### config.mk
export PLATFORM = sky130hd
export DESIGN_NAME = rle_transparent_bitmap_decoder
export DESIGN_NICKNAME = d
export VERILOG_FILES = /design/src/rtl/core/rtd_pkg.sv /design/src/rtl/core/rle_transparent_bitmap_decoder.sv /design/src/rtl/core/rtd_in_stage.sv /design/src/rtl/core/rtd_parse.sv
export SDC_FILE = /design/constraint.sdc
export NUM_CORES = 1
export LEC_CHECK = 0
export BUFFER_PORTS_ARGS = -buffer_cell sky130_fd_sc_hd__buf_2
export CAP_MARGIN = 25
export CORE_MARGIN = 5
export CORE_UTILIZATION = 40
export DETAILED_ROUTE_END_ITERATION = 7
export HOLD_SLACK_MARGIN = 0.03
export PLACE_DENSITY = 0.6
export RECOVER_POWER = 100
export SYNTH_ARGS = -nofsm -noshare
export SYNTH_HDL_FRONTEND = slang
export SYNTH_SLANG_ARGS = --single-unit
### constraint.sdc
create_clock -name clk -period 14 [get_ports clk]
set_clock_uncertainty 0.2 [all_clocks]
set_input_delay 2.8 -clock clk [delete_from_list [all_inputs] [get_ports clk]]
set_output_delay 2.8 -clock clk [all_outputs]
set_load 0.1 [all_outputs]
### src/rtl/core/rtd_pkg.sv
`default_nettype none

package rtd_pkg;

  // Parser phase codes
  localparam logic [1:0] PH_OPAQUE_COUNT = 2'd0;
  localparam logic [1:0] PH_COLOURS      = 2'd1;
  localparam logic [1:0] PH_TRANSP_COUNT = 2'd2;

  // Count byte value that marks the end of a row
  localparam logic [7:0] ROW_END = 8'hFF;

  // Result kinds
  localparam logic KIND_OPAQUE = 1'b0;
  localparam logic KIND_RUN    = 1'b1;

  localparam int CFG_W = 17;

  typedef struct packed {
    logic [7:0] data_byte;
    logic       image_start;
  } item_t;

  typedef struct packed {
    logic        run_kind;
    logic [15:0] pixel_index;
    logic [7:0]  color_index;
    logic [7:0]  run_length;
    logic        image_done;
  } result_t;

endpackage

`default_nettype wire

### src/rtl/core/rle_transparent_bitmap_decoder.sv
// An accepted byte waits in the input register; its result, if any, is registered when taken.
// Throughput: one byte per cycle; the parser state updates in a single step.
// A full result register stalls the input only while out_ready is low.
// Synchronous active-low reset clears the parser (expect opaque count,
// no colour bytes left, pixel zero), sets the image size to 1, and empties both stages.
`default_nettype none

module rle_transparent_bitmap_decoder
  import rtd_pkg::*;
#(
  parameter int MAX_PIXELS = 65536
) (
  input  wire logic             clk,
  input  wire logic             rst_n,
  input  wire logic             in_valid,
  output logic                  in_ready,
  input  wire logic [7:0]       in_data_byte,
  input  wire logic             in_image_start,
  output logic                  out_valid,
  input  wire logic             out_ready,
  output logic                  out_run_kind,
  output logic [15:0]           out_pixel_index,
  output logic [7:0]            out_color_index,
  output logic [7:0]            out_run_length,
  output logic                  out_image_done,
  input  wire logic             cfg_we,
  input  wire logic [CFG_W-1:0] cfg_wdata
);

  // Largest limit that the size register can reach
  localparam int CFG_MAX = (1 << CFG_W) - 1;
  localparam int LIM_MAX = (MAX_PIXELS < CFG_MAX) ? MAX_PIXELS : CFG_MAX;
  localparam int CNT_W   = $clog2(LIM_MAX + 1);

  logic [CNT_W-1:0] limit_r, limit_nxt;
  logic [31:0]      cfg_ext;
  item_t            in_item;
  item_t            item;
  logic             item_valid;
  logic             take;
  result_t          result;

  // Clamp the image size once, at write time
  always_comb begin
    cfg_ext = 32'(cfg_wdata);
    if (cfg_ext == 32'd0) begin
      limit_nxt = CNT_W'(1);
    end else if (cfg_ext > 32'(LIM_MAX)) begin
      limit_nxt = CNT_W'(LIM_MAX);
    end else begin
      limit_nxt = CNT_W'(cfg_ext);
    end
  end

  always_ff @(posedge clk) begin
    if (!rst_n) begin
      limit_r <= CNT_W'(1);
    end else if (cfg_we) begin
      limit_r <= limit_nxt;
    end
  end

  assign in_item.data_byte   = in_data_byte;
  assign in_item.image_start = in_image_start;

  rtd_in_stage u_in_stage (
    .clk        (clk),
    .rst_n      (rst_n),
    .in_valid   (in_valid),
    .in_ready   (in_ready),
    .in_item    (in_item),
    .take       (take),
    .item_valid (item_valid),
    .item       (item)
  );

  rtd_parse #(
    .CNT_W (CNT_W)
  ) u_parse (
    .clk        (clk),
    .rst_n      (rst_n),
    .item_valid (item_valid),
    .item       (item),
    .take       (take),
    .limit      (limit_r),
    .out_valid  (out_valid),
    .out_ready  (out_ready),
    .result     (result)
  );

  assign out_run_kind    = result.run_kind;
  assign out_pixel_index = result.pixel_index;
  assign out_color_index = result.color_index;
  assign out_run_length  = result.run_length;
  assign out_image_done  = result.image_done;

endmodule

`default_nettype wire

### src/rtl/core/rtd_in_stage.sv
`default_nettype none

module rtd_in_stage
  import rtd_pkg::*;
(
  input  wire logic  clk,
  input  wire logic  rst_n,
  input  wire logic  in_valid,
  output logic       in_ready,
  input  wire item_t in_item,
  input  wire logic  take,
  output logic       item_valid,
  output item_t      item
);

  logic  valid_r;
  logic  valid_nxt;
  item_t item_r;

  // Accept a new request when the buffer is empty or drains this cycle
  assign in_ready  = !valid_r || take;
  assign valid_nxt = in_valid ? 1'b1 : (take ? 1'b0 : valid_r);

  always_ff @(posedge clk) begin
    if (!rst_n) begin
      valid_r <= 1'b0;
    end else if (in_ready) begin
      valid_r <= valid_nxt;
    end
  end

  // Hold the payload until the next request is taken
  always_ff @(posedge clk) begin
    if (in_valid && in_ready) begin
      item_r <= in_item;
    end
  end

  assign item_valid = valid_r;
  assign item       = item_r;

endmodule

`default_nettype wire

### src/rtl/core/rtd_parse.sv
`default_nettype none

module rtd_parse
  import rtd_pkg::*;
#(
  parameter int CNT_W = 17
) (
  input  wire logic             clk,
  input  wire logic             rst_n,
  input  wire logic             item_valid,
  input  wire item_t            item,
  output logic                  take,
  input  wire logic [CNT_W-1:0] limit,
  output logic                  out_valid,
  input  wire logic             out_ready,
  output result_t               result
);

  localparam int EW = CNT_W + 9;

  logic [1:0]       phase_r, phase_nxt;
  logic [7:0]       bytes_left_r, bytes_left_nxt;
  logic [CNT_W-1:0] next_pixel_r, next_pixel_nxt;
  logic             out_valid_r, out_valid_nxt;
  result_t          result_r, result_nxt;

  logic [1:0]       ph;
  logic [7:0]       bl;
  logic [7:0]       bl_dec;
  logic [EW-1:0]    np0_w, np_w, lim_w, b_w, room_w, len_w, sum_w, np_inc_w;
  logic [31:0]      idx_ext;
  logic             room_left;
  logic             emit;

  // Move an item into the result stage whenever the result register is free or is being taken downstream
  assign take = item_valid && (!out_valid_r || out_ready);

  always_comb begin
    // Start of image clears the parser before the byte is used
    ph     = item.image_start ? PH_OPAQUE_COUNT : phase_r;
    bl     = item.image_start ? 8'd0 : bytes_left_r;
    np0_w  = item.image_start ? '0 : EW'(next_pixel_r);
    lim_w  = EW'(limit);
    np_w   = (np0_w > lim_w) ? lim_w : np0_w;
    b_w    = EW'(item.data_byte);
    room_w = lim_w - np_w;
    len_w  = (b_w < room_w) ? b_w : room_w;
    sum_w  = np_w + b_w;
    np_inc_w  = np_w + EW'(1);
    bl_dec    = bl - 8'd1;
    room_left = (np_w < lim_w);
    idx_ext   = 32'(np_w);

    phase_nxt      = ph;
    bytes_left_nxt = bl;
    next_pixel_nxt = CNT_W'(np_w);
    emit           = 1'b0;

    result_nxt.run_kind    = KIND_OPAQUE;
    result_nxt.pixel_index = idx_ext[15:0];
    result_nxt.color_index = item.data_byte;
    result_nxt.run_length  = 8'd1;
    result_nxt.image_done  = (np_inc_w == lim_w);

    case (ph)
      PH_COLOURS: begin
        if (room_left) begin
          emit           = 1'b1;
          next_pixel_nxt = CNT_W'(np_inc_w);
        end
        bytes_left_nxt = bl_dec;
        if (bl_dec == 8'd0) begin
          phase_nxt = PH_TRANSP_COUNT;
        end
      end
      PH_TRANSP_COUNT: begin
        result_nxt.run_kind    = KIND_RUN;
        result_nxt.color_index = 8'd0;
        result_nxt.run_length  = len_w[7:0];
        result_nxt.image_done  = (len_w == room_w);
        if (item.data_byte != ROW_END) begin
          emit           = (item.data_byte != 8'd0) && room_left;
          next_pixel_nxt = CNT_W'((sum_w > lim_w) ? lim_w : sum_w);
        end
        phase_nxt = PH_OPAQUE_COUNT;
      end
      default: begin
        // Opaque count; a row-end marker keeps waiting for a count
        phase_nxt = PH_OPAQUE_COUNT;
        if (item.data_byte != ROW_END) begin
          bytes_left_nxt = item.data_byte;
          phase_nxt = (item.data_byte == 8'd0) ? PH_TRANSP_COUNT : PH_COLOURS;
        end
      end
    endcase
  end

  // Advance the parser state on each taken item
  always_ff @(posedge clk) begin
    if (!rst_n) begin
      phase_r      <= PH_OPAQUE_COUNT;
      bytes_left_r <= 8'd0;
      next_pixel_r <= '0;
    end else if (take) begin
      phase_r      <= phase_nxt;
      bytes_left_r <= bytes_left_nxt;
      next_pixel_r <= next_pixel_nxt;
    end
  end

  // Result register: load on an emitting item, drop when taken downstream
  assign out_valid_nxt = take ? emit : (out_ready ? 1'b0 : out_valid_r);

  always_ff @(posedge clk) begin
    if (!rst_n) begin
      out_valid_r <= 1'b0;
    end else begin
      out_valid_r <= out_valid_nxt;
    end
  end

  always_ff @(posedge clk) begin
    if (take && emit) begin
      result_r <= result_nxt;
    end
  end

  assign out_valid = out_valid_r;
  assign result    = result_r;

endmodule

`default_nettype wire

==> out/results.md, run 1 <==
| Result | Reported | Unit |
| --- | --- | --- |
| Fraction of the cycle the final worst path needs | 79.18 | % |
| Post-Route Hold Slack | 305.3 | ps |
| Failing checks | max-capacitance violations, max-slew violations | - |
| Number of global-route vias before repair | 8152 | - |
| Post-synth top area share | 14.95 | % |
| Library cell with the largest summed area after synthesis | sky130_fd_sc_hd__edfxtp_1 | - |
| Depth of the CTS H-tree | 3 | - |
| Violation count after the first detailed-route iteration | 765 | - |
| Net total in the final layout | 1223 | - |
| Pwr/cell area | 103.5 | nW/µm² |
| Yosys synthesis warning count | 0 | - |
| Slack of the worst reg-to-reg path | 2910 | ps |
| Category of the worst setup path launch point | flip-flop | - |
| Proportion of power drawn by the clock network | 25.0 | % |
| Utilization after layout | 43.93 | % |
| CTS tree | built | - |
| CP max stage delay | 1450 | ps |
| Core Region | 21150 | µm² |
| Max Fclk | 90.21 | MHz |
| CTS sink count | 89 | - |
| Final min period | 11090 | ps |
| Most repeated cell in the gate-level netlist after synthesis | sky130_fd_sc_hd__nand2_1 | - |
| Die width | 156.9 | µm |
| Result of the run | finished, violations left | - |
| Ratio of cells with drive above 1 in the final layout | 6.506 | % |
| Antenna violations before repair | 0 | - |
| Setup repair after global routing missed its margin | no | - |
| Number of enable-type register cells in the synthesized netlist | 43 | - |
| Worst skew pair latency | 360 | ps |
| Num rows | 53 | - |
| Y dimension of the die | 156.9 | µm |
| Peak VDD IR | 0.00006783 | V |
| Fin. Hold Viols | 0 | - |
| Stages on the worst setup path | 30 | - |
| Summed instance area of the synthesized netlist | 8635 | µm² |
| Number of different library cells in the post-synthesis netlist | 82 | - |
| Predominant post-synthesis flop cell | sky130_fd_sc_hd__dfxtp_1 | - |
| Net load switching power | 0.0003995 | W |
| Final count of negative-setup-slack endpoints | 0 | - |
| Worst path bufs/invs | 3 | - |
| Count of hold-fix buffers inserted at cts | 0 | - |
| Count of state elements after synthesis | 89 | - |
| Synthesized area per cell | 7.936 | µm² |
| Arrival time at the worst endpoint | 11120 | ps |
| Number of pins with negative max-slew slack in the final report | 127 | - |
| Number of remaining DRC errors | 0 | - |
| Number of cells on the worst reg-to-reg path | 30 | - |
| Required arrival time at the worst endpoint | 14030 | ps |
| Root Buffer | sky130_fd_sc_hd__clkbuf_16 | - |
| I/O pins | 67 | - |
| Count of cells resized by post-cts repair | 0 | - |
| Share of power burned in registers | 31.5 | % |
| Worst Tran Pin Value | 2339 | ps |
| Tot Pwr | 0.0009614 | W |
| Post-DP HPWL | 22980 | µm |
| Maximum clock insertion buffer count | 2 | - |
| Overall die area | 24620 | µm² |
| Initial cell density of the core | 40.82 | % |
| WL per Instance | 21.58 | µm |
| Endpoint of the worst register-to-register path | u_parse.next_pixel_r[1] | - |
| Quantity of I/O buffers inserted on ports | 66 | - |
| HP Class | flip-flop to flip-flop | - |
| Total global routing overflow | 0 | - |
| Total number of vias | 8527 | - |
| Proportion of synthesized flip-flops having asynchronous set or reset | 0 | % |
| Slowest cell on crit path | sky130_fd_sc_hd__nor2_1 | - |
| Setup bufs post-CTS | 0 | - |
| Final antenna-violating net count | 0 | - |
| TritonCTS Buffers | 9 | - |
| CP endpoint kind | flip-flop | - |
| Switching fraction of total power | 41.56 | % |
| Hold Crit Endpoint | u_parse.phase_r[0] | - |
| Global-route wire length before repair | 46910 | µm |
| Final setup TNS | 0 | ps |
| Leak | 3.545 | nW |
| Headroom to the max-slew limit | -57.36 | % |
| Cell depth of the worst hold path | 1 | - |
| Final wirelength | 30150 | µm |
| Synthesized instance count | 1088 | - |
| Area growth from synthesis to layout | 7.622 | % |
| Clock edge transition at the registers on the reported setup and hold paths | 70 | ps |
| Type of the worst setup path | flip-flop to flip-flop | - |
| Maximum fanout along the worst path | 29 | - |
| Maximum number of pins on one net before global-route repair | 49 | - |
| Gate power share | 43.5 | % |
| Commonest cells post-synth | 106 x sky130_fd_sc_hd__nand2_1, 87 x sky130_fd_sc_hd__o21ai_0, 85 x sky130_fd_sc_hd__a21oi_1 | - |
| Internal Dissipation | 0.0005619 | W |
| Reported max-cap violation count | 4 | - |
| RePlAce Congestion | 1.057 | - |
| Launching point of the worst reg2reg path | u_in_stage.item[0] | - |
| Worst min-delay path startpoint | u_parse.phase_r[0] | - |
| Overall routing resource usage | 24.48 | % |
| Synthesized netlist net count | 1194 | - |
| Portion of the post-synthesis area used by sequential elements | 25.62 | % |
| First-pass detailed-route iteration total | 5 | - |
| Antenna diode count | 0 | - |
| Avg Vias per Cell | 6.104 | - |
| Top area cells in the synthesized netlist | sky130_fd_sc_hd__edfxtp_1 15%, sky130_fd_sc_hd__dfxtp_1 11%, sky130_fd_sc_hd__ha_1 11% | - |
| Critical path's top delay family | compound AO/OA/AOI/OAI gates | - |
-- sequential cells by signal (all words and copies together) (netlist names) --
| register | count |
|---|---|
| u_parse.result | 34 |
| limit_r | 17 |
| u_parse.out_valid | 1 |
| u_in_stage.item_valid | 1 |
| u_parse.bytes_left_r | 8 |
| u_parse.phase_r | 2 |
| u_parse.next_pixel_r | 17 |
| u_in_stage.item | 9 |
-- metrics by stage --
step	area, µm²	instances	setup WS [ps]
2_1_floorplan	8635	1088	5578
3_3_place_gp	9131	1380	4997
3_5_place_dp	9139	1381	4768
4_1_cts	9428	1397	4770
5_1_grt	9293	1397	1985
6_report	9293	1397	2914
-- cell families (layout without fill, tap and decap cells) --
| logic type | after synthesis | count (layout) | share of synthesized area (%) |
|---|---|---|---|
| flops | 89 | 89 | 25.62 |
| compound gates | 340 | 340 | 25.34 |
| buf+inv | 124 | 158 | 5.941 |
| fa+ha+maj | 75 | 75 | 11.04 |
| simple gates | 371 | 371 | 22.63 |
| mux | 19 | 19 | 2.318 |
| xor+xnor | 70 | 70 | 7.100 |
-- power groups by stage --
stage / registers [W] / clock network [W] / logic, W
finish: 0.000303 / 0.000241 / 0.000418
floorplan: 0.000299 / 0 / 0.000331
global placement: 0.000308 / 0 / 0.000415
detailed placement: 0.000308 / 0 / 0.000417
global route: 0.000304 / 0.000260 / 0.000456
CTS: 0.000302 / 0.000246 / 0.000420
-- final cells by class --
class,count,area [µm²]
clock buffers,9,225.2
clock inverters,7,63.81
fillers,2197,11860
inverters,64,242.7
multi-input cells,875,5857
flip-flops and latches,89,2212
well taps,275,344.1
repair buffers,78,347.8
-- cells in the final DEF (no fill, tap or decap), types with 15 or more instances in the layout --
master                     netlist  layout
sky130_fd_sc_hd__nand2_1       106     106
sky130_fd_sc_hd__o21ai_0        87      97
sky130_fd_sc_hd__a21oi_1        85      86
sky130_fd_sc_hd__ha_1           73      73
sky130_fd_sc_hd__inv_1          63      63
sky130_fd_sc_hd__xnor2_1        57      57
sky130_fd_sc_hd__nor2_1         49      50
sky130_fd_sc_hd__dfxtp_1        46      46
sky130_fd_sc_hd__clkbuf_1       46      44
sky130_fd_sc_hd__edfxtp_1       43      43
sky130_fd_sc_hd__nand3_1        38      39
sky130_fd_sc_hd__nor3_1         32      32
sky130_fd_sc_hd__nor2b_1        29      29
sky130_fd_sc_hd__buf_2           5      29
sky130_fd_sc_hd__a21o_1         21      21
sky130_fd_sc_hd__nand4_1        19      19
sky130_fd_sc_hd__nor4_1         18      19
sky130_fd_sc_hd__nand2b_1       17      17
sky130_fd_sc_hd__a211oi_1       14      16
sky130_fd_sc_hd__a31oi_1        15      15
sky130_fd_sc_hd__and2_0          1      15
-- metal layers --
layer	vias up	part of all wire, %	GRT usage, %
met5	-	0	0
met4	0	5.0	10.95
met3	86	7.3	4.564
met2	417	44	38.37
met1	3994	44	32.88
li1	4030	-	-
-- worst max-delay path by stage --
| stage | startpoint | to | slack (ps) |
|---|---|---|---|
| global route | u_in_stage.item[0] | u_parse.next_pixel_r[1] | 1990 |
| finish | u_in_stage.item[0] | u_parse.next_pixel_r[1] | 2910 |
| global placement | u_in_stage.item[0] | u_parse.next_pixel_r[1] | 5000 |
| floorplan | u_in_stage.item[0] | u_parse.result[0] | 5580 |
| detailed placement | u_in_stage.item[0] | u_parse.next_pixel_r[1] | 4770 |
| CTS | u_in_stage.item[0] | u_parse.next_pixel_r[1] | 4770 |
Power figures use the tool's default switching activity.
==> run 2, diff against run 1 <==
Settings changed: ABC_AREA set to 1, PLACE_DENSITY 0.6 to 0.62.
Clock period 14 ns to 10 ns, I/O delays scaled along.
==> out/results.md, run 2 <==
| Result | Reported | Unit | vs previous |
| --- | --- | --- | --- |
| Maximum number of pins on one net before global-route repair | 31 | - | -37% |
| Final setup TNS | 0 | ps | unchanged |
| Root Buffer | sky130_fd_sc_hd__clkbuf_16 | - |  |
| Total global routing overflow | 0 | - | unchanged |
| Filler cell count | 2250 | - | +2.4% |
| Count of hold-fix buffers inserted at cts | 0 | - | unchanged |
| Peak VDD IR | 0.00008499 | V | +25% |
| Yosys synthesis warning count | 0 | - | unchanged |
| Headroom to the max-slew limit | -16.11 | % | +41 points |
| WL per Instance | 18.28 | µm | -15% |
| Synthesized area per cell | 6.499 | µm² | -18% |
| Arrival time at the worst endpoint | 8460 | ps | -2660 ps |
| Commonest cells post-synth | 387 x sky130_fd_sc_hd__nand2_1, 160 x sky130_fd_sc_hd__inv_1, 131 x sky130_fd_sc_hd__nand3_1 | - |  |
| Ratio of cells with drive above 1 in the final layout | 5.393 | % | -1.1 points |
| Library cell with the largest summed area after synthesis | sky130_fd_sc_hd__nand2_1 | - |  |
| Maximum clock insertion buffer count | 2 | - | unchanged |
| Category of the worst setup path launch point | flip-flop | - |  |
| Core Region | 20430 | µm² | -3.4% |
| Slowest cell on crit path | sky130_fd_sc_hd__edfxtp_1 | - |  |
| CP startpoint | u_in_stage.item[0] | - |  |
| RePlAce Congestion | 1.016 | - | -3.8% |
| Worst min-delay path startpoint | u_parse.next_pixel_r[14] | - |  |
| Post-synth top area share | 17.38 | % | +2.4 points |
| Fin. Hold Viols | 0 | - | unchanged |
| Proportion of synthesized flip-flops having asynchronous set or reset | 0 | % | unchanged |
| Maximum fanout along the worst path | 25 | - | -14% |
| Number of global-route vias before repair | 7949 | - | -2.5% |
| Initial cell density of the core | 40.91 | % | +0.094 points |
| Commonest cells after routing, fill and taps aside | 396 x sky130_fd_sc_hd__nand2_1, 161 x sky130_fd_sc_hd__inv_1, 131 x sky130_fd_sc_hd__nand3_1 | - |  |
| Synthesized instance count | 1286 | - | +18% |
| Worst skew pair latency | 360 | ps | about the same |
| Launching point of the worst reg2reg path | u_in_stage.item[0] | - |  |
| Num rows | 52 | - | -1.9% |
| Setup bufs post-CTS | 0 | - | unchanged |
| Antenna violations before repair | 0 | - | unchanged |
| Number of enable-type register cells in the synthesized netlist | 43 | - | unchanged |
| HP Class | flip-flop to flip-flop | - |  |
| Violation count after the first detailed-route iteration | 863 | - | +13% |
| Overall routing resource usage | 24.06 | % | -0.42 points |
| Number of remaining DRC errors | 0 | - | unchanged |
| Final antenna-violating net count | 0 | - | unchanged |
| Predominant post-synthesis flop cell | sky130_fd_sc_hd__dfxtp_1 | - |  |
| Pwr/cell area | 158.7 | nW/µm² | +53% |
| Proportion of power drawn by the clock network | 22.3 | % | -2.7 points |
| Result of the run | finished, violations left | - |  |
| Reported max-cap violation count | 1 | - | -3 |
| Leak | 4.271 | nW | +20% |
| Max Fclk | 119.2 | MHz | +32% |
| Count of state elements after synthesis | 89 | - | unchanged |
| Final cell count without fillers | 1605 | - | +15% |
| Portion of the post-synthesis area used by sequential elements | 26.47 | % | +0.85 points |
| Area growth from synthesis to layout | 8.293 | % |  |
| Total number of vias | 8794 | - | +3.1% |
| Required arrival time at the worst endpoint | 10070 | ps | -3960 ps |
| Quantity of I/O buffers inserted on ports | 66 | - | unchanged |
| Overall die area | 23890 | µm² | -3.0% |
| Number of pins with negative max-slew slack in the final report | 31 | - | -76% |
| Depth of the CTS H-tree | 3 | - | unchanged |
| Placed Cells | 1589 | - | +15% |
| Most common cell after layout, fill and taps aside | sky130_fd_sc_hd__nand2_1 | - |  |
| Global-route wire length before repair | 44910 | µm | -4.3% |
| I/O pins | 67 | - | unchanged |
| Post-DP HPWL | 22410 | µm | -2.5% |
| Gate power share | 48.7 | % | +5.2 points |
| CP endpoint kind | flip-flop | - |  |
| Die width | 154.6 | µm | -1.5% |
| Net total in the final layout | 1436 | - | +17% |
| Final wirelength | 29340 | µm | -2.7% |
| Cell type with the highest occurrence count on the critical path | sky130_fd_sc_hd__nand2_1 | - |  |
| Fraction of the cycle the final worst path needs | 83.91 | % | +4.7 points |
| Tot Pwr | 0.001436 | W | +49% |
| TritonCTS Buffers | 9 | - | unchanged |
| Count of cells resized by post-cts repair | 0 | - | unchanged |
| Worst Tran Pin Value | 1742 | ps | -597.2 ps |
| Top area cells in the synthesized netlist | sky130_fd_sc_hd__nand2_1 17%, sky130_fd_sc_hd__edfxtp_1 15%, sky130_fd_sc_hd__dfxtp_1 11% | - |  |
| CTS tree | built | - |  |
| Clock edge transition at the registers on the reported setup and hold paths | 60 | ps | about the same |
| Final count of negative-setup-slack endpoints | 0 | - | unchanged |
| Type of the worst setup path | flip-flop to flip-flop | - |  |
| Avg Vias per Cell | 5.479 | - | -10% |
| Final min period | 8391 | ps | -2695 ps |
| Internal Dissipation | 0.0007781 | W | +38% |
| Summed instance area of the synthesized netlist | 8358 | µm² | -3.2% |
| Y dimension of the die | 154.6 | µm | -1.5% |
| Number of cells on the worst reg-to-reg path | 40 | - | +33% |
| Switching fraction of total power | 45.83 | % | +4.3 points |
| Failing checks | max-capacitance violations, max-slew violations | - |  |
| Capturing instance or port of the critical path | u_parse.next_pixel_r[4] | - |  |
| CTS sink count | 89 | - | unchanged |
| Number of flip-flops under the largest register name | 34 | - | unchanged |
| Share of power burned in registers | 29.0 | % | -2.5 points |
| Number of different library cells in the post-synthesis netlist | 44 | - | -46% |
| Slack of the worst reg-to-reg path | 1610 | ps | -1310 ps |
| Net load switching power | 0.0006581 | W | +65% |
| Synthesized netlist net count | 1392 | - | +17% |
| Antenna diode count | 0 | - | unchanged |
| Setup repair after global routing missed its margin | no | - |  |
| First-pass detailed-route iteration total | 6 | - | +1 |
| Endpoint of the worst register-to-register path | u_parse.next_pixel_r[4] | - |  |
| Most repeated cell in the gate-level netlist after synthesis | sky130_fd_sc_hd__nand2_1 | - |  |
| Post-Route Hold Slack | 269.3 | ps | -36.06 ps |
| CP max stage delay | 800 | ps | -650 ps |
run 2: cell count changes in the layout (fill, tap and decap cells not counted), sizes merged, moves of 27 or more:
cell,change
nand2,+298
nand3,+95
o21ai,-27
inv,+96
xnor2,-49
nor2,+45
nor2b,-29
run 2: kinds of logic after synthesis:
kind of cell	count (synthesis)	share of synthesized area (%)
xor+xnor	31	3.248
simple gates	669	34.66
flops	89	26.47
fa+ha+maj	75	11.41
buf+inv	205	9.895
compound gates	217	14.33
run 2: routing by layer:
layer / track usage (%) / part of all wire, % / vias to the layer above
li1: - / - / 4341
met1: 34.43 / 46 / 4072
met2: 37.38 / 44 / 347
met3: 4.834 / 8.7 / 34
met4: 5.761 / 1.7 / 0
met5: 0 / 0 / -
run 2: worst min-delay path by stage:
stage	to	slack, ps	depth (start not counted)
floorplan	u_parse.next_pixel_r[10]	250	2
global placement	u_parse.next_pixel_r[13]	260	2
detailed placement	u_parse.next_pixel_r[14]	260	2
CTS	u_parse.next_pixel_r[14]	270	2
global route	u_parse.next_pixel_r[10]	290	2
finish	u_parse.next_pixel_r[14]	270	2
run 2: power by group through the flow:
stage / registers, W / logic [W] / clock network, W
final: 0.000416 / 0.000699 / 0.000321
after global routing: 0.000417 / 0.000782 / 0.000343
after CTS: 0.000415 / 0.000692 / 0.000328
after detailed placement: 0.000423 / 0.000688 / 0
after global placement: 0.000423 / 0.000684 / 0
after floorplan: 0.000417 / 0.000522 / 0
run 2: layout make-up:
class                   count  area (µm²)  share of cell area (%)
multi-input cells         992        5278                   58.31
clock buffers              10       229.0                   2.530
flip-flops and latches     89        2212                   24.44
repair buffers             74       335.3                   3.705
well taps                 270       337.8                   3.732
inverters                 164       615.6                   6.801
clock inverters             6       43.79                  0.4838
run 2: critical path: cells and delay by family, from the launching register on:
family          cells  cell delay, ps
xor+xnor            1             200
flops               1             800
simple gates       26            3690
buf+inv             4             960
fa+ha+maj           4            1460
compound gates      5             960
run 2: metrics by stage:
step                      instance area, µm²  utilization [%]  setup slack, ps
final                                   9051            44.30             1609
after global placement                  8880            43.47             2510
after global routing                    9051            44.30            967.9
after floorplan                         8358                -             4415
after detailed placement                8880            43.47             2390
after CTS                               9153            44.80             2351
==> run 3, diff against run 2 <==
Settings changed: PLACE_DENSITY 0.62 to 0.6.
Clock period 10 ns to 8 ns, I/O delays scaled along.
==> out/results.md, run 3 (synthesis gave the netlist of run 2 again) <==
| Result | Reported | Unit | vs previous |
| --- | --- | --- | --- |
| Type of the worst setup path | flip-flop to flip-flop | - |  |
| Fin. Hold Viols | 0 | - | unchanged |
| Reported max-cap violation count | 0 | - | -1 |
| Post-Route Hold Slack | 269.0 | ps | -0.3110 ps |
| Setup repair after global routing missed its margin | no | - |  |
| Pwr/cell area | 202.6 | nW/µm² | +28% |
| Net total in the final layout | 1447 | - | +0.77% |
| Final min period | 7365 | ps | -1026 ps |
| Fraction of the cycle the final worst path needs | 92.07 | % | +8.2 points |
| Number of global-route vias before repair | 8155 | - | +2.6% |
| Num rows | 52 | - | unchanged |
| Worst Tran Pin Value | 1361 | ps | -380.4 ps |
| Leak | 4.348 | nW | +1.8% |
| Avg Vias per Cell | 5.465 | - | -0.25% |
| RePlAce Congestion | 0.9797 | - | -3.6% |
| Maximum number of pins on one net before global-route repair | 31 | - | unchanged |
| Depth of the CTS H-tree | 3 | - | unchanged |
| Highest metal layer with signal wires | met4 | - |  |
| Total global routing overflow | 0 | - | unchanged |
| Setup bufs post-CTS | 0 | - | unchanged |
| TritonCTS Buffers | 9 | - | unchanged |
| Met1 wire length | 13680 | µm | +1.6% |
| Overall routing resource usage | 24.19 | % | +0.13 points |
| Slowest cell on crit path | sky130_fd_sc_hd__edfxtp_1 | - |  |
| Final antenna-violating net count | 0 | - | unchanged |
| Post-DP HPWL | 22710 | µm | +1.3% |
| Final count of negative-setup-slack endpoints | 0 | - | unchanged |
| Filler cell count | 2241 | - | -0.40% |
| Number of flip-flops under the largest register name | 34 | - | unchanged |
| Commonest cells after routing, fill and taps aside | 392 x sky130_fd_sc_hd__nand2_1, 161 x sky130_fd_sc_hd__inv_1, 131 x sky130_fd_sc_hd__nand3_1 | - |  |
| Required arrival time at the worst endpoint | 7980 | ps | -2090 ps |
| Antenna violations before repair | 0 | - | unchanged |
| Result of the run | finished clean | - |  |
| Peak VDD IR | 0.00009615 | V | +13% |
| Cell type with the highest occurrence count on the critical path | sky130_fd_sc_hd__nand2_1 | - |  |
| Number of pins with negative max-slew slack in the final report | 0 | - | -100% |
| CTS tree | built | - |  |
| CP endpoint kind | flip-flop | - |  |
| First-pass detailed-route iteration total | 5 | - | -1 |
| WL per Instance | 17.95 | µm | -1.8% |
| Category of the worst setup path launch point | flip-flop | - |  |
| Antenna diode count | 0 | - | unchanged |
| Arrival time at the worst endpoint | 7350 | ps | -1110 ps |
| Global-route wire length before repair | 45780 | µm | +2.0% |
| Total number of vias | 8832 | - | +0.43% |
| Violation count after the first detailed-route iteration | 959 | - | +11% |
| Count of hold-fix buffers inserted at cts | 0 | - | unchanged |
| I/O pins | 67 | - | unchanged |
| Ratio of cells with drive above 1 in the final layout | 6.538 | % | +1.1 points |
| Met3 Routed Length | 2155 | µm | -16% |
| Area growth from synthesis to layout | 10.09 | % |  |
| Combined flip-flop and latch cell area | 2212 | µm² | unchanged |
| Max Fclk | 135.8 | MHz | +14% |
| HP Class | flip-flop to flip-flop | - |  |
| Count of cells resized by post-cts repair | 0 | - | unchanged |
| Initial cell density of the core | 40.91 | % | unchanged |
| Clock edge transition at the registers on the reported setup and hold paths | 70 | ps | about the same |
| Number of remaining DRC errors | 0 | - | unchanged |
| Maximum clock insertion buffer count | 2 | - | unchanged |
| Maximum fanout along the worst path | 25 | - | unchanged |
| Final wirelength | 29010 | µm | -1.1% |
| Core Region | 20430 | µm² | unchanged |
| CTS sink count | 89 | - | unchanged |
| Worst skew pair latency | 360 | ps | about the same |
| Met2 wire length | 12610 | µm | -1.6% |
| Quantity of I/O buffers inserted on ports | 66 | - | unchanged |
| Most common cell after layout, fill and taps aside | sky130_fd_sc_hd__nand2_1 | - |  |
| Die width | 154.6 | µm | unchanged |
| CP max stage delay | 760 | ps | -40 ps |
| Overall die area | 23890 | µm² | unchanged |
| Y dimension of the die | 154.6 | µm | unchanged |
| Final setup TNS | 0 | ps | unchanged |
| Multi-input combinational cell area | 5306 | µm² | +0.55% |
| Headroom to the max-slew limit | 9.252 | % | +25 points |
| Root Buffer | sky130_fd_sc_hd__clkbuf_16 | - |  |
[run 3: metal layers]
metal,GRT usage (%),vias to the layer above
met2,36.79,323
met5,0,-
li1,-,4368
met3,3.940,33
met4,7.233,0
met1,35.22,4108
[run 3: power breakdown]
part	total (W)	internal, W	switching (W)
clock	0.000473	0.000274	0.000199
sequential	0.000515	0.000494	0.0000206
combinational	0.000876	0.000271	0.000605
total	0.00186	0.00104	0.000825
[run 3: worst paths after layout]
path / from / end / cells after the start / slack [ps]
worst min-delay path: u_parse.next_pixel_r[9] / u_parse.next_pixel_r[9] / 2 / 270
worst min register to register: u_parse.next_pixel_r[9] / u_parse.next_pixel_r[9] / 2 / 270
worst max register to register: u_in_stage.item[0] / u_parse.next_pixel_r[11] / 41 / 630
worst max-delay path: u_in_stage.item[0] / u_parse.next_pixel_r[11] / 41 / 630
[run 3: area by class of cell]
cell class | count | share of cell area (%)
repair buffers | 85 | 4.474
inverters | 164 | 6.690
flip-flops and latches | 89 | 24.04
clock buffers | 9 | 2.448
clock inverters | 7 | 1.006
well taps | 270 | 3.671
multi-input cells | 992 | 57.67
[run 3: through the flow]
stage | cell area, µm² | setup WS [ps] | utilization [%] | instances | power (W)
2_1_floorplan | 8358 | 2415 | - | 1286 | 0.001173
3_3_place_gp | 8955 | 883.5 | 43.83 | 1599 | 0.001384
3_5_place_dp | 8975 | 804.1 | 43.93 | 1600 | 0.001387
4_1_cts | 9293 | 769.2 | 45.49 | 1616 | 0.001865
5_1_grt | 9201 | 26.73 | 45.04 | 1616 | 0.002010
6_report | 9201 | 634.7 | 45.04 | 1616 | 0.001864
[run 3: worst max-delay path: cells and delay by family (launching register included)]
kind / cells / cell delay, ps
and+or+nand+nor: 28 / 3390
buffers and inverters: 4 / 750
adders and majority gates: 4 / 1240
AOI/OAI and AO/OA: 5 / 820
DFF: 1 / 760
